$ cat src/cgs_ram.sv
// ----------------------------------------------------------------------------
// cgs_ram
// Single-port-write, single-port-read memory with registered read data.
// ----------------------------------------------------------------------------
module cgs_ram #(
  parameter int DEPTH = 16,
  parameter int WIDTH = 32,
  parameter int AW    = (DEPTH > 1) ? $clog2(DEPTH) : 1
) (
  input  logic             clk,
  input  logic             we,
  input  logic [AW-1:0]    waddr,
  input  logic [WIDTH-1:0] wdata,
  input  logic [AW-1:0]    raddr,
  output logic [WIDTH-1:0] rdata
);

  logic [WIDTH-1:0] mem [DEPTH];

  always_ff @(posedge clk) begin
    if (we) begin
      mem[waddr] <= wdata;
    end
    rdata <= mem[raddr];
  end

endmodule

$ cat config.mk
export PLATFORM = sky130hd
export DESIGN_NAME = cgs_ram
export DESIGN_NICKNAME = d
export VERILOG_FILES = /design/src/cgs_ram.sv
export SDC_FILE = /design/constraint.sdc
export NUM_CORES = 1
export LEC_CHECK = 0
export BUFFER_PORTS_ARGS = -buffer_cell sky130_fd_sc_hd__buf_2
export CAP_MARGIN = 10
export CORE_MARGIN = 2
export CORE_UTILIZATION = 55
export CTS_CLUSTER_DIAMETER = 60
export DETAILED_ROUTE_END_ITERATION = 8
export PLACE_DENSITY_LB_ADDON = 0.2
export SETUP_SLACK_MARGIN = 0.15
export SLEW_MARGIN = 25
export SYNTH_ARGS = -nofsm -noshare
export SYNTH_HDL_FRONTEND = slang
export SYNTH_SLANG_ARGS = --single-unit
$ cat constraint.sdc
create_clock -name clk -period 6.1 [get_ports clk]
set_input_delay 1.22 -clock clk [delete_from_list [all_inputs] [get_ports clk]]
set_output_delay 1.22 -clock clk [all_outputs]
set_load 0.03 [all_outputs]
Word-level counts from Yosys, hierarchy flattened

Memory sizes are Yosys's and may differ from the RTL's. A register that Yosys moved wholly into a read port is not among the register bits.
Cells that the tools add are included.

Multiplexer cells: 2

Operators with widths:

| operator | count |
|---|---|
| $mux W1  | 2 |

Logic and storage cells: 3
Register bits: 0
Memories: 1
Output and inout port bits: 32
RAM bits: 512
Input port bits: 42

Memories:

| memory | words | width | rd ports | clocked after Yosys merged registers in | write ports | line | RTL |
|---|---|---|---|---|---|---|---|
| mem    | 16    | 32    | 1        | 1                                       | 1           | 18   | `logic [WIDTH-1:0] mem [DEPTH];` |

Longest topological paths before layout

Gate-level depths: netlist of the first run.

Depth in word-level cells: 2
Mapped depth: 5
Mapped depth without buffers: 3

Least setup slack after synthesis of the first run

OpenSTA, ideal clock, no wires.

Path type: input to register
Start point: input waddr[2]
End point: memory mem[0][0], enable pin
Cell stages on the path: 2
Required time: 5.639 ns
Slack: 1.700 ns
Library setup time: 0.461 ns
Buffers on the path: 0
Arrival: 3.938 ns
Cell sequence: or3b_2 nor3_1

RTL lines:

| item        | line | RTL |
|---|---|---|
| from (decl) | 12   | `input logic [AW-1:0] waddr,` |
| to (decl)   | 18   |  |

No word-level cell before the write port.

==> run_results.csv, run 1 <==
group,metric,value,unit
synth,syn_inst,838,
grt,grt_use_met2,0.3370,
clock_network,root_buffer,"clkbuf_16",
layout,final_cells,1451,
sta,max_clock_freq,346.1,MHz
detailed_routing,vias,8968,
clock_network,clk_pin_slew,0.06,ns
detailed_routing,ant_nets,0,
hold_path,min_path_type,"reg2reg",
grt,track_usage,0.2139,
place,gp_congestion,0.6885,
clock_network,hold_buffers,0,
sta,drv_slew,0,
synth,ys_seq_area_frac,0.8067,
sta,setup_ws,3.211,ns
layout,area_growth,13.49,%
layout,drive_gt1_frac,0.3162,
detailed_routing,drt_iter0_markers,791,
sta,worst_pin_slew,1.013,ns
layout,n_antenna_cell,0,
synth,synth_top_area_share,0.7744,
die,coreArea,35570,um2
power_and_ir_drop,ir_drop,0.0002458,V
sta,clock_skew,0.01819,ns
place,placed_cell_area,20900,um2
sta,period_share,0.4737,
layout,final_util,0.6335,
synth,yosys_warnings,0,
setup_path,rr_endpoint,"rdata[6]",
sta,grt_setup_unrepaired,"no",
run,maxCapViolCount,0,
clock_network,postCtsSetupRepairBufs,0,
grt,grt_max_degree,80,
place,preCtsSetupSlack,2.459,ns
clock_network,clk_latency,0.57,ns
sta,setup_violations,0,
synth,synth_area,19850,um2
power_and_ir_drop,swShare,0.2046,
detailed_routing,first_pass_iters,5,
sta,timing.final.crit_period,2.889,ns
clock_network,cts_sinks,544,
hold_path,min-delay-start,"mem[14][8]",
grt,antenna_found_initial,3,
synth,synth_nets,880,
clock_network,cts_resized,0,
layout,n_fill_cell,2400,
status,status,"completed",
synth,yosys.area.top_type,"edfxtp_1",
clock_network,numCtsBuffers,53,
hold_path,holdPathStages,3,
grt,grt_busiest_layer,"met2",
synth,ys_top_cells_by_area,"edfxtp_1, mux4_2, dfxtp_1",
detailed_routing,wl,39530,um
layout,seq_area,16020,um2
sta,tns,0,ns
place,place_hpwl,18650,um
setup_path,rrSetupSlack,4.76,ns
grt,grtUsageMet1,0.3197,
die,rows,69,
power_and_ir_drop,power_leakage,7.242,nW
setup_path,cp-end-kind,"flop",
power_and_ir_drop,clockPowerShare,0.396,
power_and_ir_drop,power,7.621,mW
layout,fin_area,22530,um2
synth,syn_area_per_cell,23.69,um2
place,port_buffers,73,
sta,max_slew_margin,0.3249,
power_and_ir_drop,p_switching,1.559,mW
power_and_ir_drop,powerDensity,338.2,nW/um2
setup_path,arrival,3.34,ns
setup_path,worstPathMaxFanout,79,
grt,grt_pass1_vias,9220,
power_and_ir_drop,pwr-share-comb,0.052,
sta,finalHoldViolCount,0,
setup_path,reg2reg_depth,3,
clock_network,h-tree-depth,2,
die,start_util,0.5582,
die,io_pins,74,
detailed_routing,avgRoutedWirePerCell,27.25,um
detailed_routing,drc_errors,0,
setup_path,regToRegStartpoint,"mem[0][6]",
setup_path,path_class,"in2reg",
setup_path,start_kind,"primary input",
layout,nNetsFinal,988,
grt,overflow,0,
power_and_ir_drop,internal_power,6.062,mW
grt,grt_pass1_wl,58650,um
layout,multi_input_area,3756,um2
die,die_area,37630,um2
sta,holdWs,0.6632,ns
place,dp_cells,1352,
hold_path,hold_end,"rdata[8]",
die,die_w,194.0,um
synth,ys_seq_elements,544,
die,dieHeight,194.0,um
detailed_routing,vias_per_cell,6.181,
setup_path,required,6.55,ns
clock_network,cts_tree,"built",
power_and_ir_drop,power_frac_seq,0.551,
grt,use_met3,0.03827,
synth,synth.distinct_cells,18,
clock_network,clk_path_buf_depth,3,
## state kept, by name, indices dropped and copies added (netlist names)
name	cells
mem	512
rdata	32
## layout by cell type, fill, tap and decap left out, types with 3 or more instances in the layout
| cell | instances |
|---|---|
| mux4_2 | 128 |
| buf_2 | 71 |
| nand2_1 | 33 |
| clkbuf_16 | 55 |
| clkbuf_1 | 25 |
| clkinv_1 | 6 |
| buf_4 | 23 |
| dfxtp_1 | 32 |
| a22oi_1 | 64 |
| nor2_4 | 13 |
| nor3_2 | 3 |
| clkbuf_8 | 6 |
| clkinv_2 | 4 |
| edfxtp_1 | 512 |
## Yosys cell counts
cell type / number
nor3_1: 4
nor2_1: 13
nand2_1: 33
nand3_1: 1
buf_4: 11
nor2b_1: 2
buf_1: 9
nand2b_1: 2
nand3b_1: 2
a22oi_1: 64
buf_6: 2
or3b_2: 1
and2_1: 1
edfxtp_1: 512
buf_2: 4
clkbuf_1: 17
mux4_2: 128
dfxtp_1: 32
## logic make-up after synthesis
logic type | synth area share
AO/OA/AOI/OAI | 0.02420
buffers and inverters | 0.01122
flip-flops | 0.8067
multiplexers | 0.1452
AND/OR/NAND/NOR | 0.01273
## power groups by stage
stage | Clock [mW] | Combinational (mW) | Sequential (mW)
6_report | 3.02 | 0.398 | 4.20
5_1_grt | 3.22 | 0.430 | 4.21
4_1_cts | 3.07 | 0.403 | 4.20
3_5_place_dp | 0 | 0.402 | 4.28
3_3_place_gp | 0 | 0.396 | 4.28
2_1_floorplan | 0 | 0.201 | 4.33
## cell type report
class | instances | area share
multi-input combinational | 251 | 0.1667
clock buffer | 86 | 0.06891
clock inverter | 13 | 0.003054
tap | 461 | 0.02560
sequential | 544 | 0.7108
timing repair buffer | 96 | 0.02499
## worst max-delay path by stage
stage	to	cells after the start	slack (ns)	start
after CTS	rdata[8]	5	3.07	raddr[0]
after global routing	rdata[9]	5	2.95	raddr[0]
after detailed placement	rdata[8]	5	2.46	raddr[0]
after floorplan	mem[0][0]	2	1.70	waddr[2]
final	rdata[8]	5	3.21	raddr[0]
after global placement	rdata[8]	5	2.49	raddr[0]
## critical path, cell delays in order
cell and delay, ns:
buf_8 0.63, buf_4 0.55, mux4_2 0.57, a22oi_1 0.22, nand2_1 0.07
## routing by layer
layer,part of all wire,wire length (um),vias up
li1,-,-,3790
met1,0.43,17040,4815
met2,0.49,19280,304
met4,0.015,607,6
met3,0.065,2561,53
met5,0.0010,40,-
(Power assumes the default switching activity.)
==> run 2: changes to the inputs <==
==> constraint.sdc (replaced) <==
create_clock -name clk -period 2.9 [get_ports clk]
set_input_delay 0.58 -clock clk [delete_from_list [all_inputs] [get_ports clk]]
set_output_delay 0.58 -clock clk [all_outputs]
set_load 0.03 [all_outputs]
==> run 2 against run 1 <==
  * Final cell count is 0.62% higher
  * Sequential power is 110% higher
  * Utilization increased by 1.2 points
  * Clock skew decreased by 0.0094 ns
  * Die area unchanged
  * Critical path depth down 4
  * Sequential cell count is the same
  * Worst setup slack worse by 2.1 ns
  * Non-clock buffer count is 10 higher
  * Cell area rose by 1.8%
  * Routed wire length shrank 0.39%
  * Critical path type is now reg2out
  * Highest routed layer is now met4
  * Via count fell by 1.9%
==> run_results.csv, run 2 (synthesis gave the netlist of run 1 again) <==
group,metric,value,unit
place,port_buffers,73,
power_and_ir_drop,ir_drop,0.0004702,V
detailed_routing,first_pass_iters,5,
die,die_area,37630,um2
sta,clock_skew,0.008740,ns
clock_network,cts_resized,0,
setup_path,worstPathCellList,"buf_2",
setup_path,required,2.32,ns
place,preCtsSetupSlack,0.6034,ns
setup_path,arrival,1.20,ns
sta,finalHoldViolCount,0,
grt,grt_max_degree,33,
clock_network,clk_latency,0.56,ns
sta,timing.final.crit_period,1.784,ns
place,gp_congestion,0.7180,
layout,top_register,"mem",
grt,overflow,0,
setup_path,start_kind,"flop",
sta,drv_slew,0,
grt,antenna_found_initial,2,
die,die_w,194.0,um
detailed_routing,vias_per_cell,6.024,
grt,track_usage,0.2135,
setup_path,cp-end-kind,"output pin",
place,dp_cells,1362,
clock_network,cts_tree,"built",
sta,setup_violations,0,
sta,max_clock_freq,560.7,MHz
grt,grt_pass1_wl,59250,um
clock_network,h-tree-depth,2,
power_and_ir_drop,power_leakage,7.396,nW
detailed_routing,ant_nets,0,
run,maxCapViolCount,0,
setup_path,path_class,"reg2out",
sta,worst_pin_slew,0.7030,ns
clock_network,hold_buffers,0,
clock_network,postCtsSetupRepairBufs,0,
sta,max_slew_margin,0.5303,
setup_path,crit_family,"flip-flops",
detailed_routing,drc_errors,0,
grt,grtUsageMet1,0.2851,
hold_path,min_path_type,"in2reg",
detailed_routing,drt_iter0_markers,702,
clock_network,root_buffer,"clkbuf_16",
detailed_routing,avgRoutedWirePerCell,26.97,um
setup_path,critPathMaxStageDelay,0.41,ns
layout,n_fill_cell,2371,
setup_path,slowest_stage,"dfxtp_1",
layout,area_growth,15.59,%
layout,final_cells,1460,
grt,grt_pass1_vias,9278,
die,dieHeight,194.0,um
layout,layout_commonest_cell,"edfxtp_1",
setup_path,worstPathMaxFanout,1,
layout,layout_common_cells,"edfxtp_1, mux4_2, buf_2",
grt,grt_use_met2,0.3691,
clock_network,clk_path_buf_depth,3,
die,io_pins,74,
sta,grt_setup_unrepaired,"no",
status,status,"completed",
grt,grt_busiest_layer,"met2",
clock_network,numCtsBuffers,52,
layout,final_util,0.6452,
grt,use_met3,0.03635,
sta,period_share,0.6150,
die,start_util,0.5582,
power_and_ir_drop,powerDensity,706.4,nW/um2
place,place_hpwl,20160,um
setup_path,crit_buf_inv,1,
detailed_routing,vias,8795,
die,rows,69,
layout,largestRegisters,"mem x512, rdata x32",
clock_network,clk_pin_slew,0.06,ns
layout,nNetsFinal,997,
sta,holdWs,0.3948,ns
sta,setup_ws,1.116,ns
clock_network,cts_sinks,544,
detailed_routing,wl,39380,um
layout,drive_gt1_frac,0.3270,
layout,largest_reg_flops,512,
die,coreArea,35570,um2
run 2: area by class of cell:
cell class	instances	area, um2	share of cell area
multi-input combinational	251	3775	0.1645
antenna	2	5.005	0.0002181
clock buffer	88	1568	0.06832
clock inverter	8	96.34	0.004198
timing repair buffer	106	912.1	0.03975
sequential	544	16020	0.6979
tap	461	576.8	0.02513
run 2: per-stage QoR:
stage / total power [mW] / setup TNS [ns] / area [um2]
3_5_place_dp: 9.897 / 0 / 21280
5_1_grt: 16.71 / 0 / 22950
3_3_place_gp: 9.879 / 0 / 21280
6_report: 16.21 / 0 / 22950
2_1_floorplan: 9.524 / -0.7766 / 19880
4_1_cts: 16.34 / 0 / 22940
run 2: power by group:
part / internal [mW] / switching, mW
registers: 8.79 / 0.0587
logic: 0.340 / 0.529
clock network: 3.84 / 2.66
run 2: per-layer routing:
layer  share of wire  routed length (um)
met1            0.40               15770
met2            0.52               20520
met3           0.058                2271
met4           0.021                 817
met5               0                   0
run 2: worst paths after layout:
kind | startpoint | to | slack (ns) | depth (start not counted)
max reg2reg | mem[0][13] | rdata[13] | 1.54 | 3
max | rdata[16] | rdata[16] | 1.12 | 1
min reg2reg | mem[15][25] | rdata[25] | 0.67 | 3
min | wdata[17] | mem[14][17] | 0.39 | 1
==> run 3: changes to the inputs <==
==> constraint.sdc (replaced) <==
create_clock -name clk -period 1.45 [get_ports clk]
set_input_delay 0.29 -clock clk [delete_from_list [all_inputs] [get_ports clk]]
set_output_delay 0.29 -clock clk [all_outputs]
set_load 0.03 [all_outputs]
==> run 3 against run 2 <==
  * Sequential power increased by 100%
  * Final cell count grew 3.6%
  * Routed wire length is 3.8% higher
  * Global-route usage is 0.95 points higher
  * Clock power rose by 120%
  * First-iteration DRC count rose by 30%
  * Register-to-register slack got worse by 1.4 ns
  * Worst hold slack worse by 0.32 ns
  * Clock skew is 0.0083 ns higher
  * Worst setup slack lost 1.1 ns
  * Clock-buffer cell count fell by 14
  * Die area unchanged
  * Largest cell class unchanged
==> run_results.csv, run 3 (synthesis gave the netlist of run 1 again) <==
group,metric,value,unit
status,status,"completed",
sta,timing.final.crit_period,1.391,ns
die,die_area,37630,um2
clock_network,cts_sinks,544,
sta,tns,0,ns
die,io_pins,74,
grt,grt_busiest_layer,"met2",
die,start_util,0.5582,
sta,grt_setup_unrepaired,"yes",
clock_network,h-tree-depth,2,
hold_path,min_path_type,"in2reg",
clock_network,clk_path_buf_depth,3,
die,die_w,194.0,um
layout,area_growth,21.82,%
clock_network,cts_tree,"built",
grt,track_usage,0.2231,
setup_path,crit_buf_inv,1,
die,coreArea,35570,um2
setup_path,start_kind,"flop",
layout,nNetsFinal,1048,
clock_network,root_buffer,"clkbuf_16",
detailed_routing,wl,40880,um
power_and_ir_drop,power_leakage,7.899,nW
place,place_hpwl,23620,um
place,port_buffers,73,
place,dp_cells,1412,
setup_path,path_class,"reg2out",
power_and_ir_drop,ir_drop,0.001044,V
grt,grt_pass1_wl,61490,um
grt,grt_use_met2,0.3546,
grt,grt_max_degree,33,
sta,finalHoldViolCount,0,
grt,grtUsageMet1,0.3229,
die,rows,69,
layout,drive_gt1_frac,0.4200,
sta,max_slew_margin,0.5527,
clock_network,numCtsBuffers,53,
place,placed_cell_area,22000,um2
power_and_ir_drop,powerDensity,1409,nW/um2
sta,worst_pin_slew,0.6695,ns
layout,seq_area,16060,um2
grt,use_met3,0.04818,
detailed_routing,drt_iter0_markers,910,
sta,setup_ws,0.05876,ns
clock_network,hold_buffers,0,
clock_network,clk_pin_slew,0.06,ns
layout,layout_commonest_cell,"edfxtp_1",
place,preCtsSetupSlack,-0.3607,ns
die,dieHeight,194.0,um
detailed_routing,vias,9186,
setup_path,slowest_stage,"dfxtp_4",
place,gp_congestion,0.7288,
detailed_routing,avgRoutedWirePerCell,27.03,um
sta,setup_violations,0,
detailed_routing,vias_per_cell,6.075,
layout,multi_input_area,3908,um2
setup_path,worstPathCellList,"buf_6",
layout,largestRegisters,"mem x512, rdata x32",
grt,antenna_found_initial,2,
clock_network,clk_latency,0.59,ns
setup_path,arrival,1.10,ns
grt,overflow,0,
layout,final_cells,1512,
detailed_routing,drc_errors,0,
grt,grt_pass1_vias,9716,
setup_path,crit_family,"flip-flops",
sta,clock_skew,0.01704,ns
layout,top_register,"mem",
layout,fin_area,24190,um2
setup_path,required,1.16,ns
detailed_routing,first_pass_iters,5,
run,maxCapViolCount,0,
layout,n_fill_cell,2192,
setup_path,critPathMaxStageDelay,0.37,ns
detailed_routing,ant_nets,0,
setup_path,cp-end-kind,"output pin",
layout,layout_common_cells,"edfxtp_1, mux4_2, clkbuf_16",
sta,drv_slew,0,
setup_path,worstPathMaxFanout,1,
sta,max_clock_freq,718.8,MHz
layout,largest_reg_flops,512,
sta,period_share,0.9595,
-- run 3: cell count changes in the layout (fill, tap and decap cells not counted), sizes merged --
cell	delta
buf	+50
bufinv	+6
clkbuf	-14
clkinv	+6
clkinvlp	+4
diode	-1
inv	+1
-- run 3: final timing paths --
kind,startpoint,endpoint,slack [ns],depth (start not counted)
setup reg to reg,mem[11][23],rdata[23],0.15,3
hold reg to reg,mem[12][1],rdata[1],0.67,3
setup / recovery,rdata[10],rdata[10],0.06,1
hold / removal,wdata[15],mem[8][15],0.07,1
-- run 3: power breakdown --
| group | leakage (nW) | total (mW) | switching [mW] | internal (mW) |
|---|---|---|---|---|
| Combinational | 2.12 | 2.08 | 1.13 | 0.954 |
| Clock | 0.882 | 14.3 | 5.69 | 8.57 |
| Sequential | 4.90 | 17.7 | 0.140 | 17.6 |
| Total | 7.90 | 34.1 | 6.96 | 27.1 |
-- run 3: metrics by stage --
stage	utilization	power, mW	hold slack [ns]
2_1_floorplan	-	19.13	0.3889
6_report	0.6800	34.08	0.07139
5_1_grt	0.6799	35.09	0.06099
3_5_place_dp	0.6185	19.97	0.6560
3_3_place_gp	0.6185	19.93	0.6486
4_1_cts	0.6776	34.29	0.04880
-- run 3: cell type report --
class                           count  area share
Multi-Input combinational cell    251      0.1616
Tap cell                          461     0.02385
Sequential cell                   544      0.6639
Timing Repair Buffer              156     0.07444
Clock inverter                     25     0.01511
Antenna cell                        1   0.0001035
Clock buffer                       74     0.06099
-- run 3: layer usage --
layer  wire (um)  share of wire  vias up
met5           7        0.00017        -
met4         584          0.014        2
met3        2905          0.071       46
met2       20280           0.50      331
met1       17100           0.42     4889
li1            -              -     3918
-- run 3: timing repair --
item | 4_1_cts | 5_1_grt
endpoints found under the setup margin | 36 | 48
gates resized for setup | 100 | 17
setup buffers | 0 | 0
