$ cat src/cgs_pkg.sv
// ----------------------------------------------------------------------------
// cgs_pkg
// Shared types, codes and fixed-point helpers of the conjugate gradient solver.
// ----------------------------------------------------------------------------
package cgs_pkg;

  localparam int MAX_DIM_DEF = 16;
  localparam int RESULT_CAP  = 16;

  typedef enum logic [1:0] {
    KIND_LOAD_A = 2'd0,
    KIND_LOAD_B = 2'd1,
    KIND_START  = 2'd2,
    KIND_NONE   = 2'd3
  } kind_t;

  typedef enum logic [1:0] {
    ST_CONVERGED = 2'd0,
    ST_LIMIT     = 2'd1,
    ST_BREAKDOWN = 2'd2
  } status_t;

  typedef enum logic [1:0] {
    CFG_ACTIVE_SIZE = 2'd0,
    CFG_MAX_ITER    = 2'd1,
    CFG_TOLERANCE   = 2'd2
  } cfg_idx_t;

  typedef enum logic [3:0] {
    S_IDLE,
    S_INIT,
    S_CHK,
    S_MV,
    S_PAP,
    S_DIVA,
    S_UPX,
    S_UPR,
    S_RR,
    S_DIVB,
    S_UPP,
    S_OUT
  } state_t;

  localparam logic signed [63:0] Q32_MAX = 64'sd2147483647;
  localparam logic signed [63:0] Q32_MIN = -64'sd2147483648;

  function automatic logic signed [31:0] sat32(input logic signed [63:0] v);
    logic signed [31:0] r;
    if (v > Q32_MAX) r = 32'sh7FFF_FFFF;
    else if (v < Q32_MIN) r = 32'sh8000_0000;
    else r = v[31:0];
    return r;
  endfunction

  function automatic logic signed [63:0] sat_add64(input logic signed [63:0] a,
                                                   input logic signed [63:0] b);
    logic signed [63:0] s;
    logic signed [63:0] r;
    s = a + b;
    if (!a[63] && !b[63] && s[63]) r = 64'sh7FFF_FFFF_FFFF_FFFF;
    else if (a[63] && b[63] && !s[63]) r = 64'sh8000_0000_0000_0000;
    else r = s;
    return r;
  endfunction

endpackage

$ cat src/cgs_div.sv
// ----------------------------------------------------------------------------
// cgs_div
// Q32.32 by Q32.32 divide to saturated Q16.16, one quotient bit per cycle.
// ----------------------------------------------------------------------------
module cgs_div (
  input  logic               clk,
  input  logic               rst,
  input  logic               start,
  input  logic signed [63:0] num,
  input  logic signed [63:0] den,
  output logic               done,
  output logic signed [31:0] quot
);

  import cgs_pkg::*;

  logic        busy;
  logic [6:0]  cnt;
  logic [79:0] dvd;
  logic [63:0] rem;
  logic [63:0] dmag;
  logic        neg;
  logic        dzero;
  logic [64:0] rem2;
  logic        ge;
  logic [32:0] mag;

  assign rem2 = {rem, dvd[79]};
  assign ge   = rem2 >= {1'b0, dmag};

  always_ff @(posedge clk) begin
    if (rst) begin
      busy <= 1'b0;
      done <= 1'b0;
      cnt  <= '0;
    end else begin
      done <= busy && (cnt == 7'd1);
      if (start) begin
        busy  <= 1'b1;
        cnt   <= 7'd80;
        neg   <= num[63] != den[63];
        dzero <= den == 64'sd0;
        dmag  <= den[63] ? 64'(-den) : 64'(den);
        dvd   <= {(num[63] ? 64'(-num) : 64'(num)), 16'd0};
        rem   <= '0;
      end else if (busy) begin
        rem <= ge ? 64'(rem2 - {1'b0, dmag}) : rem2[63:0];
        dvd <= {dvd[78:0], ge};
        cnt <= cnt - 7'd1;
        if (cnt == 7'd1) begin
          busy <= 1'b0;
        end
      end
    end
  end

  // saturate the quotient magnitude, then apply the sign
  always_comb begin
    mag = (|dvd[79:32]) ? 33'h1_0000_0000 : {1'b0, dvd[31:0]};
    if (dzero) quot = '0;
    else if (neg) quot = (mag >= 33'h0_8000_0000) ? 32'sh8000_0000 : 32'(-mag);
    else quot = (mag > 33'h0_7FFF_FFFF) ? 32'sh7FFF_FFFF : mag[31:0];
  end

endmodule
$ cat config.mk
export PLATFORM = sky130hd
export DESIGN_NAME = cgs_div
export DESIGN_NICKNAME = d
export VERILOG_FILES = /design/src/cgs_pkg.sv /design/src/cgs_div.sv
export SDC_FILE = /design/constraint.sdc
export NUM_CORES = 1
export LEC_CHECK = 0
export BUFFER_PORTS_ARGS = -buffer_cell sky130_fd_sc_hd__clkbuf_2
export CORE_MARGIN = 3
export CORE_UTILIZATION = 45
export DETAILED_ROUTE_END_ITERATION = 10
export PLACE_DENSITY = 0.63
export REMOVE_ABC_BUFFERS = 1
export SLEW_MARGIN = 20
export SYNTH_ARGS = -nofsm -noshare
export SYNTH_HDL_FRONTEND = slang
export SYNTH_SLANG_ARGS = --single-unit
$ cat constraint.sdc
create_clock -name clk -period 9.9 [get_ports clk]
set_input_delay 0.99 -clock clk [delete_from_list [all_inputs] [get_ports clk]]
set_output_delay 0.99 -clock clk [all_outputs]
set_load 0.005 [all_outputs]
# Word level (Yosys, flattened, before mapping)
# Cells that the tools add are included.
# W data, S select, Z words.
totals:
  reg_bits: 219
classes:
  n_addsub: 5
  magnitude_cmp: 3
  n_eq_ne: 2
  n_mux: 16
  bitwise_logic: 1
  reduce_logical: 7
op_table:
  columns: ["cell", "n"]
  rows:
  - ["$mux W64", 3]
  - ["$mux W80", 2]
  - ["$mux W32", 4]
  - ["$neg A64 Y64", 2]
  - ["$ge A65 B64 Y1", 1]
  - ["$logic_not A64 Y1", 1]
  - ["$sub A64 B64 Y64", 1]
  - ["$mux W63", 1]
  - ["$reduce_or A48 Y1", 1]
  - ["$ge A33 B32 Y1 const B", 1]
  - ["$gt A33 B31 Y1 const B", 1]
  - ["$mux W33", 1]
  - ["$neg A32 Y32", 1]
  - ["$mux W7", 2]
  - ["$eq A7 B1 Y1 const B", 1]
  - ["$sub A7 B1 Y7 const B", 1]
  - ["$reduce_and A2 Y1", 2]
  - ["$mux W1", 3]
  - ["$reduce_bool A2 Y1", 1]
  - ["$reduce_or A2 Y1", 1]
  - ["$logic_and A1 B1 Y1", 1]
  - ["$ne A1 B1 Y1", 1]
  - ["$not A1 Y1", 1]

# Logic depth before layout (Yosys ltp)
# Gate-level depths: netlist of the first run.
logic_depth:
  word_depth: 6
  ltp_mapped: 15
  mapped_depth_nobuf: 13

# Least setup slack after synthesis of the first run
# Ideal clock, no wire load.
synth_timing:
  path_type: "input port to flip-flop"
  from: "input port start"
  to: "register dvd[0], enable pin"
  arrival_ns: 7.764
  slack_ns: 1.488
  cell_stages: 5
  n_path_buf: 3
  cell_sequence: "clkbuf_1 clkbuf_1 clkbuf_1 nor2_1 nor2_1"
synth_between:
  elab_chain_cells: 2
synth_lines:
  columns: ["item", "line_no", "source"]
  rows:
  - ["start, declared", "cgs_div.sv:8", "input logic start,"]
  - ["$reduce_bool A2 Y1 (no source line)", null, null]
  - ["$reduce_and A2 Y1 (no source line)", null, null]
  - ["end signal, assigned", "cgs_div.sv:44", "dvd <= {(num[63] ? 64'(-num) : 64'(num)), 16'd0};"]
  - ["end signal, assigned", "cgs_div.sv:48", "dvd <= {dvd[78:0], ge};"]
  - ["end, declared", "cgs_div.sv:19", "logic [79:0] dvd;"]
# Every way passes these cells.
# A chain may end at the register's enable or synchronous reset.

# Final worst setup path of the first run
layout_timing:
  from: "register dvd[79]"
  to: "output port quot[30]"
layout_between:
  elab_chain_cells: 6
layout_lines:
  columns: ["item", "line_no", "source"]
  rows:
  - ["$reduce_or A48 Y1 *", "cgs_div.sv:59", "mag = (|dvd[79:32]) ? 33'h1_0000_0000 : {1'b0, dvd[31:0]};"]
  - ["$mux W33 *", "cgs_div.sv:59", null]
  - ["$neg A32 Y32 (tied with other cells)", "cgs_div.sv:61", "else if (neg) quot = (mag >= 33'h0_8000_0000) ? 32'sh8000_0000 : 32'(-mag);"]
  - ["$mux W32 (on tied branches)", "cgs_div.sv:61, cgs_div.sv:62", null]
  - ["$mux W32 *", "cgs_div.sv:61", null]
  - ["$mux W32 *", "cgs_div.sv:60", "if (dzero) quot = '0;"]
  - ["end, declared", "cgs_div.sv:12", "output logic signed [31:0] quot"]
# Every way passes the cells marked *; elsewhere a longest branch is shown, timed or not.

==> results.json, run 1 <==
{
  "grt_max_degree": 121,
  "die_w_um": 197,
  "drc_errors": 0,
  "dieArea_sq_mm": 0.0390,
  "fin_crit_sh_pct": 53.7,
  "yosysMostFrequentCell": "a21oi_1",
  "io_buffers": 163,
  "die_y_um": 197,
  "tightest_slew_ns": 1.08,
  "row_count": 69,
  "synth_top_flop_cell": "edfxtp_1",
  "p_clk_share_pct": 33.0,
  "firstDrtPassIters": 5,
  "synthTopCellsByArea": "edfxtp_1, a21oi_1, xnor2_1",
  "place.gp.congestion": 0.933,
  "grt-ovfl-total": 0,
  "synth_top_cell_area_share_pct": 38.2,
  "wirelength_um": 45400,
  "antenna_found_initial": 1,
  "cts_inserted_buffers": 26,
  "startpoint_type": "register",
  "area_delta_synth_final_pct": 12.4,
  "io_pins": 164,
  "rsz0062_at_grt": "no",
  "p_per_area_mw_per_mm2": 164,
  "syn_area_sq_mm": 0.0165,
  "timing.rr.end": "rem[56]",
  "path_class": "reg -> out",
  "first_global_vias": 13800,
  "async_flop_share_pct": 0,
  "leakage_nw": 7.07,
  "final_hold_viol_count": 0,
  "synthTopCellsByCount": "a21oi_1, nand2_1, edfxtp_1",
  "r2r_start": "rem[5]",
  "clock_latency_ns": 0.56,
  "ys_seq_area_share_pct": 39.3,
  "ctsHoldBuffers": 0,
  "min_period_ns": 5.32,
  "drtIter0Drc": 1013,
  "vias_per_cell": 5.81,
  "skew_ns": 0.0187,
  "clock_sinks": 219,
  "reg2reg_slack_ns": 5.35,
  "netlist-cell-type-count": 70,
  "yosys_register_bits": 219,
  "cts_setup_buffers": 0,
  "grt_pass1_wl_um": 72500,
  "vdd_drop_max_uv": 134,
  "avgSynthCellArea_sq_um": 8.56,
  "drive_above_1_share_pct": 12.4,
  "drv_cap": 0,
  "yosys.area.top_type": "edfxtp_1",
  "swShare_pct": 32.8,
  "rr_worst_depth": 12,
  "clockBufferDepth": 3,
  "cp.arrival_ns": 4.33,
  "wl_per_cell_um": 18.1,
  "worstSetupEndpointType": "output port",
  "crit_start": "dvd[79]",
  "critPathMaxFanout": 54,
  "slew_headroom_pct": 28.2,
  "slew_violations": 0,
  "cts_root_buf": "clkbuf_16",
  "switchingPower_w": 0.00100,
  "start_util_pct": 46.0,
  "synth_warnings": 0,
  "setup_violations": 0,
  "core_sq_mm": 0.0358,
  "fin_nets": 2229,
  "finalPower_w": 0.00305,
  "synth_edf_count": 210,
  "num_antenna_cells": 0,
  "required_ns": 8.91,
  "combPwrFrac_pct": 28.3,
  "hold_ws_ns": 0.517,
  "grt_usage_pct": 22.6,
  "h-tree-depth": 1,
  "status": "finished, final reports clean",
  "ctsResizeCount": 0,
  "fillers": 3351,
  "worstHoldPathType": "reg -> reg",
  "p_seq_share_pct": 38.7,
  "synthCells": 1928,
  "vias": 14600,
  "setup_tns_ns": 0,
  "path_clk_slew_ns": 0.06,
  "p_int_w": 0.00205,
  "ant_nets": 0,
  "crit_path_end": "quot[30]",
  "cts_tree": "built",
  "fmax_ghz": 0.188,
  "dpl.hpwl_um": 33400
}
final cells by class:
type,instances,area (sq um),share of cell area (%)
Sequential cell,219,6490,35.0
Clock buffer,27,654,3.53
Timing Repair Buffer,174,928,5.01
Tap cell,461,577,3.11
Multi-Input combinational cell,1506,9270,50.0
Inverter,100,375,2.02
Clock inverter,21,255,1.38
routing by layer:
layer / global-route usage [%] / vias to the layer above / wire length [um]
met1: 33.5 / 6809 / 21400
met5: 0 / - / 13
met3: 2.93 / 62 / 3100
met4: 4.70 / 2 / 812
met2: 35.7 / 474 / 20100
li1: - / 7223 / -
power by group through the flow:
stage                     Clock, W  Combinational, W  Sequential (W)
after floorplan                  0          0.000605         0.00119
after global placement           0          0.000839         0.00120
after detailed placement         0          0.000846         0.00120
after CTS                  0.00103          0.000854         0.00118
after global routing       0.00107          0.000963         0.00119
final                      0.00101          0.000863         0.00118
sequential cells by signal, summed over array words and instances, names as in the netlist:
signal,cells
dmag,64
rem,64
neg,1
done,1
dzero,1
cnt,7
dvd,80
busy,1
kinds of logic after synthesis:
logic type	count (synthesis)	synth area share [%]
AND/OR/NAND/NOR	689	20.0
AO/OA/AOI/OAI	552	20.3
flip-flops	219	39.3
multiplexers	6	0.387
buffers and inverters	203	4.67
XOR/XNOR	188	9.98
adder cells (fa/ha/maj)	71	5.43
worst min path at each step:
stage                     startpoint      to  cells past startpoint  slack, ns
after floorplan               cnt[1]  cnt[1]                      2       0.47
after global placement        cnt[1]  cnt[1]                      2       0.49
after detailed placement      cnt[1]  cnt[1]                      2       0.51
after CTS                     cnt[1]  cnt[1]                      2       0.52
after global routing          cnt[1]  cnt[1]                      2       0.54
final                         cnt[1]  cnt[1]                      2       0.52
through the flow:
stage / util, % / std cells / area [sq um] / worst slack (ns)
floorplan: - / 1825 / 16100 / 2.23
global placement: 49.1 / 2459 / 17600 / 5.03
CTS: 51.7 / 2507 / 18500 / 4.42
global route: 51.8 / 2508 / 18500 / 4.30
finish: 51.8 / 2508 / 18500 / 4.58
detailed placement: 49.1 / 2459 / 17600 / 4.99
cell usage in the layout, fill, tap and decap left out, types with 12 or more instances in the layout:
cell         n
edfxtp_1   210
o41ai_1     15
o31ai_1     45
nand2b_1    13
clkbuf_2   162
nor2b_1     23
o21ai_0     97
or4_1       19
or3_1       32
nand2_1    221
a211oi_1    24
inv_1       99
or2_2       12
clkbuf_16   26
a21o_1      24
nor2_1     187
xor2_1      81
nor3_1      49
nor4_1      29
a31oi_1     13
nand3_1     26
nand4_1     38
a21oi_1    247
xnor2_1    107
o21bai_1    19
ha_1        70
critical path, stage by stage (launching register included):
cell and delay [ns]:
edfxtp_1 0.41, nor4_1 0.39, nand4_1 0.22, nor3_2 0.22
buf_4 0.47, and2_1 0.25, inv_1 0.06, ha_1 0.35
o21ai_0 0.34, or2_2 0.23, a21oi_1 0.09, a21o_1 0.25
a221oi_1 0.31, clkbuf_2 0.17
(Power assumes the default switching activity.)
==> run 2, diff against run 1 <==
--- a/config.mk
+++ b/config.mk
@@ -9,7 +9,7 @@
 export CORE_MARGIN = 3
 export CORE_UTILIZATION = 45
 export DETAILED_ROUTE_END_ITERATION = 10
-export PLACE_DENSITY = 0.63
+export PLACE_DENSITY = 0.66
 export REMOVE_ABC_BUFFERS = 1
 export SLEW_MARGIN = 20
 export SYNTH_ARGS = -nofsm -noshare
==> constraint.sdc (replaced) <==
create_clock -name clk -period 4.35 [get_ports clk]
set_input_delay 0.435 -clock clk [delete_from_list [all_inputs] [get_ports clk]]
set_output_delay 0.435 -clock clk [all_outputs]
set_load 0.005 [all_outputs]
==> results.json, run 2 (synthesis results as in run 1) <==
{
  "status": "finished, final reports clean",
  "fin_nets": 2250,
  "die_w_um": 197,
  "skew_ns": 0.0167,
  "clock_sinks": 219,
  "drv_cap": 0,
  "core_sq_mm": 0.0358,
  "wirelength_um": 45800,
  "antenna_found_initial": 0,
  "io_buffers": 163,
  "cts_root_buf": "clkbuf_16",
  "io_pins": 164,
  "firstDrtPassIters": 6,
  "slew_violations": 0,
  "worstSetupEndpointType": "output port",
  "ant_nets": 0,
  "grt-ovfl-total": 0,
  "ctsHoldBuffers": 0,
  "row_count": 69,
  "holdPathEnd": "dmag[0]",
  "die_y_um": 197,
  "largest-register": "dvd",
  "fillers": 3354,
  "cts_inserted_buffers": 26,
  "place.gp.congestion": 0.946,
  "fin_crit_sh_pct": 97.4,
  "hold_ws_ns": 0.109,
  "vias": 14800,
  "reg2reg_slack_ns": 0.34,
  "required_ns": 3.91,
  "cts_tree": "built",
  "worstHoldPathType": "in -> reg",
  "h-tree-depth": 1,
  "num_antenna_cells": 0,
  "grt_pass1_wl_um": 72900,
  "fmax_ghz": 0.236,
  "min_period_ns": 4.24,
  "setup_violations": 0,
  "path_class": "reg -> out",
  "drive_above_1_share_pct": 13.5,
  "dieArea_sq_mm": 0.0390,
  "final_common_cell": "a21oi_1",
  "leakage_nw": 7.17,
  "drtIter0Drc": 1239,
  "critPathMaxFanout": 6,
  "tightest_slew_ns": 0.878,
  "clock_latency_ns": 0.55,
  "dpl.hpwl_um": 34200,
  "grt_max_degree": 96,
  "min_path_cells": 1,
  "finalPower_w": 0.00680,
  "r2r_start": "dvd[79]",
  "path_clk_slew_ns": 0.06,
  "min-delay-start": "den[0]",
  "wl_per_cell_um": 18.1,
  "final_cell_mix": "a21oi_1, nand2_1, edfxtp_1",
  "first_global_vias": 14000,
  "largest_reg_flops": 80,
  "drc_errors": 0,
  "grt_usage_pct": 22.7,
  "final_hold_viol_count": 0,
  "cp.arrival_ns": 3.80,
  "area_delta_synth_final_pct": 13.3,
  "vias_per_cell": 5.85,
  "startpoint_type": "register",
  "vdd_drop_max_uv": 278,
  "rr_worst_depth": 13,
  "clockBufferDepth": 3,
  "slew_headroom_pct": 41.5,
  "final_core_util_pct": 52.2,
  "reg.largest.list": "dvd: 80 flops, dmag: 64 flops, rem: 64 flops",
  "start_util_pct": 46.0,
  "timing.rr.end": "rem[58]",
  "p_per_area_mw_per_mm2": 364
}
run 2: critical path: stages (launching register included):
cell and delay [ns]:
edfxtp_1 0.45, or3_1 0.44, or3_1 0.33, or3_1 0.41, o41ai_4 0.43, a21bo_2 0.30, nor3_1 0.24, mux2i_1 0.21
o2bb2ai_1 0.09, a21oi_1 0.15, nor2_1 0.07, clkbuf_2 0.13
run 2: layout make-up:
type	count	area (sq um)	share of cell area [%]
Sequential cell	219	6490	34.7
Timing Repair Buffer	195	1090	5.86
Inverter	100	375	2.01
Tap cell	461	577	3.08
Clock inverter	17	138	0.736
Clock buffer	29	683	3.65
Multi-Input combinational cell	1506	9340	50.0
run 2: how the worst max path moves through the flow:
stage | startpoint | end | slack (ns) | depth (start not counted)
after floorplan | busy | dvd[0] | -2.78 | 2
after global placement | num[14] | dvd[77] | 0.11 | 11
after detailed placement | num[14] | dvd[75] | -0.003 | 11
after CTS | dvd[79] | quot[26] | 0.01 | 13
after global routing | dvd[79] | quot[16] | -0.02 | 15
final | dvd[2] | quot[25] | 0.11 | 11
run 2: routing by layer:
metal,track usage (%),share of wire [%],up-vias
li1,-,-,7265
met1,32.6,46,6950
met2,36.5,45,517
met3,3.31,7.3,63
met4,5.65,1.9,0
met5,0,0,-
run 2: metrics by stage:
step | std cells | setup WS (ns) | setup TNS, ns | area [sq um]
after floorplan | 1825 | -2.78 | -469.41 | 16100
after global placement | 2477 | 0.114 | 0 | 17800
after detailed placement | 2477 | -0.00267 | -0.00267 | 17800
after CTS | 2523 | 0.0118 | 0 | 18600
after global routing | 2527 | -0.0179 | -0.0273 | 18700
final | 2527 | 0.113 | 0 | 18700
run 2: power by group:
part | total [W] | switching (W) | internal, W
logic | 0.00199 | 0.00123 | 0.000764
clock network | 0.00212 | 0.000878 | 0.00124
registers | 0.00269 | 0.000125 | 0.00257
run 2: repair_timing:
item | in CTS | in global routing
gates resized for setup | 5 | 12
setup buffers | 0 | 4
setup endpoints to repair | 8 | 29
cloned | 0 | 0
pin swaps | 1 | 3
==> run 3, diff against run 2 <==
--- a/config.mk
+++ b/config.mk
@@ -5,11 +5,12 @@
 export SDC_FILE = /design/constraint.sdc
 export NUM_CORES = 1
 export LEC_CHECK = 0
+export ABC_AREA = 1
 export BUFFER_PORTS_ARGS = -buffer_cell sky130_fd_sc_hd__clkbuf_2
 export CORE_MARGIN = 3
-export CORE_UTILIZATION = 45
+export CORE_UTILIZATION = 52
 export DETAILED_ROUTE_END_ITERATION = 10
-export PLACE_DENSITY = 0.66
+export PLACE_DENSITY = 0.74
 export REMOVE_ABC_BUFFERS = 1
 export SLEW_MARGIN = 20
 export SYNTH_ARGS = -nofsm -noshare
==> results.json, run 3 <==
{
  "netlist-cell-type-count": 51,
  "clockBufferDepth": 3,
  "fillers": 3693,
  "drv_cap": 0,
  "drtIter0Drc": 1927,
  "synthTopCellsByCount": "nand2_1, nor2_1, inv_1",
  "final_hold_viol_count": 0,
  "cp.arrival_ns": 3.54,
  "grt-ovfl-total": 0,
  "yosysMostFrequentCell": "nand2_1",
  "io_pins": 164,
  "syn_area_sq_mm": 0.0196,
  "h-tree-depth": 1,
  "grt_usage_pct": 31.8,
  "seq_area_sq_mm": 0.00649,
  "clock_sinks": 219,
  "avgSynthCellArea_sq_um": 6.66,
  "cp_common_cell": "nor2_1",
  "crit_slowest_cell": "edfxtp_1",
  "dieArea_sq_mm": 0.0401,
  "status": "finished, final reports clean",
  "io_buffers": 163,
  "critPathMaxStageDelay_ns": 0.40,
  "fmax_ghz": 0.251,
  "synth_top_cell_area_share_pct": 32.1,
  "die_w_um": 200,
  "slew_violations": 0,
  "fin_nets": 3284,
  "cts_inserted_buffers": 26,
  "slew_headroom_pct": 26.2,
  "worstPathBufferInverterCount": 2,
  "leakage_nw": 9.97,
  "skew_ns": 0.0153,
  "synth_edf_count": 210,
  "vias_per_cell": 5.58,
  "largest-register": "dvd",
  "setup_tns_ns": 0,
  "worstHoldPathType": "in -> reg",
  "firstDrtPassIters": 6,
  "startpoint_type": "register",
  "async_flop_share_pct": 0,
  "wirelength_um": 65900,
  "start_util_pct": 53.3,
  "path_clk_slew_ns": 0.06,
  "fin_crit_sh_pct": 91.4,
  "final_cell_mix": "nand2_1, nor2_1, inv_1",
  "grt_pass1_wl_um": 104000,
  "crit_family": "simple AND/OR/NAND/NOR gates",
  "area_delta_synth_final_pct": 10.9,
  "drc_errors": 0,
  "cts_root_buf": "clkbuf_16",
  "min_period_ns": 3.98,
  "largest_reg_flops": 80,
  "first_global_vias": 19500,
  "worstSetupEndpointType": "output port",
  "setup_violations": 0,
  "reg.largest.list": "dvd: 80 flops, dmag: 64 flops, rem: 64 flops",
  "rsz0062_at_grt": "no",
  "place.gp.congestion": 0.982,
  "critPathMaxFanout": 21,
  "required_ns": 3.91,
  "dpl.hpwl_um": 53800,
  "final_common_cell": "nand2_1",
  "multi_input_area_sq_mm": 0.0112,
  "cts_tree": "built",
  "core_sq_mm": 0.0369,
  "synthCells": 2949,
  "row_count": 70,
  "yosys_register_bits": 219,
  "tightest_slew_ns": 1.11,
  "clock_latency_ns": 0.55,
  "yosys.area.top_type": "edfxtp_1",
  "vdd_drop_max_uv": 274,
  "synth_top_flop_cell": "edfxtp_1",
  "grt_max_degree": 94,
  "drive_above_1_share_pct": 8.58,
  "final_core_util_pct": 59.0,
  "die_y_um": 200,
  "synthTopCellsByArea": "edfxtp_1, nand2_1, nor2_1",
  "ys_seq_area_share_pct": 33.0,
  "path_class": "reg -> out",
  "p_per_area_mw_per_mm2": 335,
  "ant_nets": 0,
  "vias": 20200,
  "hold_ws_ns": 0.112,
  "wl_per_cell_um": 18.3,
  "antenna_found_initial": 13,
  "crit_chain": "nor2_1, nand2_1, nor2_1, nand2_1, nor2_2, buf_4, nand2_4, nor2_2, ha_1, nand4_1, nor3_1, nand2_1, nor2_1, nand3_1, nand2_4, nand2_1, nor2_1, nor2_1, clkbuf_2",
  "reg2reg_slack_ns": 0.87,
  "synth_warnings": 0
}
[run 3: cell types whose count changed in the layout (fill, tap and decap cells not counted), moves of 30 or more]
cell,previous run,this run
a21oi_1,245,125
inv_1,99,425
nand2_1,221,674
xnor2_1,107,42
nand3_1,26,143
or3_1,31,0
o31ai_1,45,5
o21ai_0,95,182
xor2_1,81,111
nor2_1,188,588
[run 3: power by group]
| part | internal, W | switching [W] | leakage [nW] |
|---|---|---|---|
| Combinational | 0.000755 | 0.00162 | 7.46 |
| Clock | 0.00130 | 0.000887 | 0.410 |
| Sequential | 0.00259 | 0.000144 | 2.10 |
| Total | 0.00465 | 0.00265 | 9.97 |
[run 3: final timing paths]
check,start,to,depth (start not counted)
worst max-delay path,dvd[33],quot[6],19
worst min register to register,cnt[6],done,1
worst max register to register,rem[15],rem[42],12
worst min-delay path,den[0],dmag[0],1
[run 3: worst register-to-register path: cells and delay by family, from the launching register on]
| kind | cells | cell delay [ns] |
|---|---|---|
| flip-flops | 1 | 0.41 |
| AO/OA/AOI/OAI | 3 | 0.78 |
| buffers and inverters | 1 | 0.54 |
| AND/OR/NAND/NOR | 7 | 1.21 |
| adder cells (fa/ha/maj) | 1 | 0.39 |
[run 3: cell type report]
type / count / share of cell area, %
diodes: 5 / 0.0575
clock buffers: 35 / 3.38
clock inverters: 12 / 0.557
inverters: 432 / 7.47
multi-input cells: 2225 / 51.4
flip-flops and latches: 219 / 29.8
well taps: 504 / 2.90
repair buffers: 178 / 4.47
[run 3: stage by stage]
step / total power, W / area [sq um] / setup slack (ns) / cells
5_1_grt: 0.00770 / 21800 / 0.0204 / 3608
2_1_floorplan: 0.00433 / 19300 / -9.60 / 2876
3_5_place_dp: 0.00509 / 20900 / 0.763 / 3558
6_report: 0.00730 / 21800 / 0.373 / 3610
3_3_place_gp: 0.00505 / 20900 / 0.859 / 3557
4_1_cts: 0.00728 / 21700 / 0.139 / 3605
[run 3: what timing repair did]
action                                  4_1_cts  5_1_grt
endpoints found under the setup margin        0       24
gates resized for setup                       0        2
endpoints found under the hold margin         0        0
buffers inserted                              0        0
hold buffers                                  0        0
[run 3: cell families (layout without fill, tap and decap cells)]
group / after synthesis / in the layout / share of synthesized area (%)
adder cells (fa/ha/maj): 71 / 71 / 4.56
flip-flops: 219 / 219 / 33.0
buffers and inverters: 505 / 657 / 10.2
AND/OR/NAND/NOR: 1571 / 1571 / 33.1
other: 0 / 5 / 0
XOR/XNOR: 153 / 153 / 6.82
AO/OA/AOI/OAI: 430 / 430 / 12.3
[run 3: layer usage]
metal	up-vias	track usage, %	wire length [um]
met5	-	0	112
met3	172	5.36	4960
met2	825	52.7	30100
met4	16	13.2	2990
met1	9286	41.5	27800
li1	9858	-	-
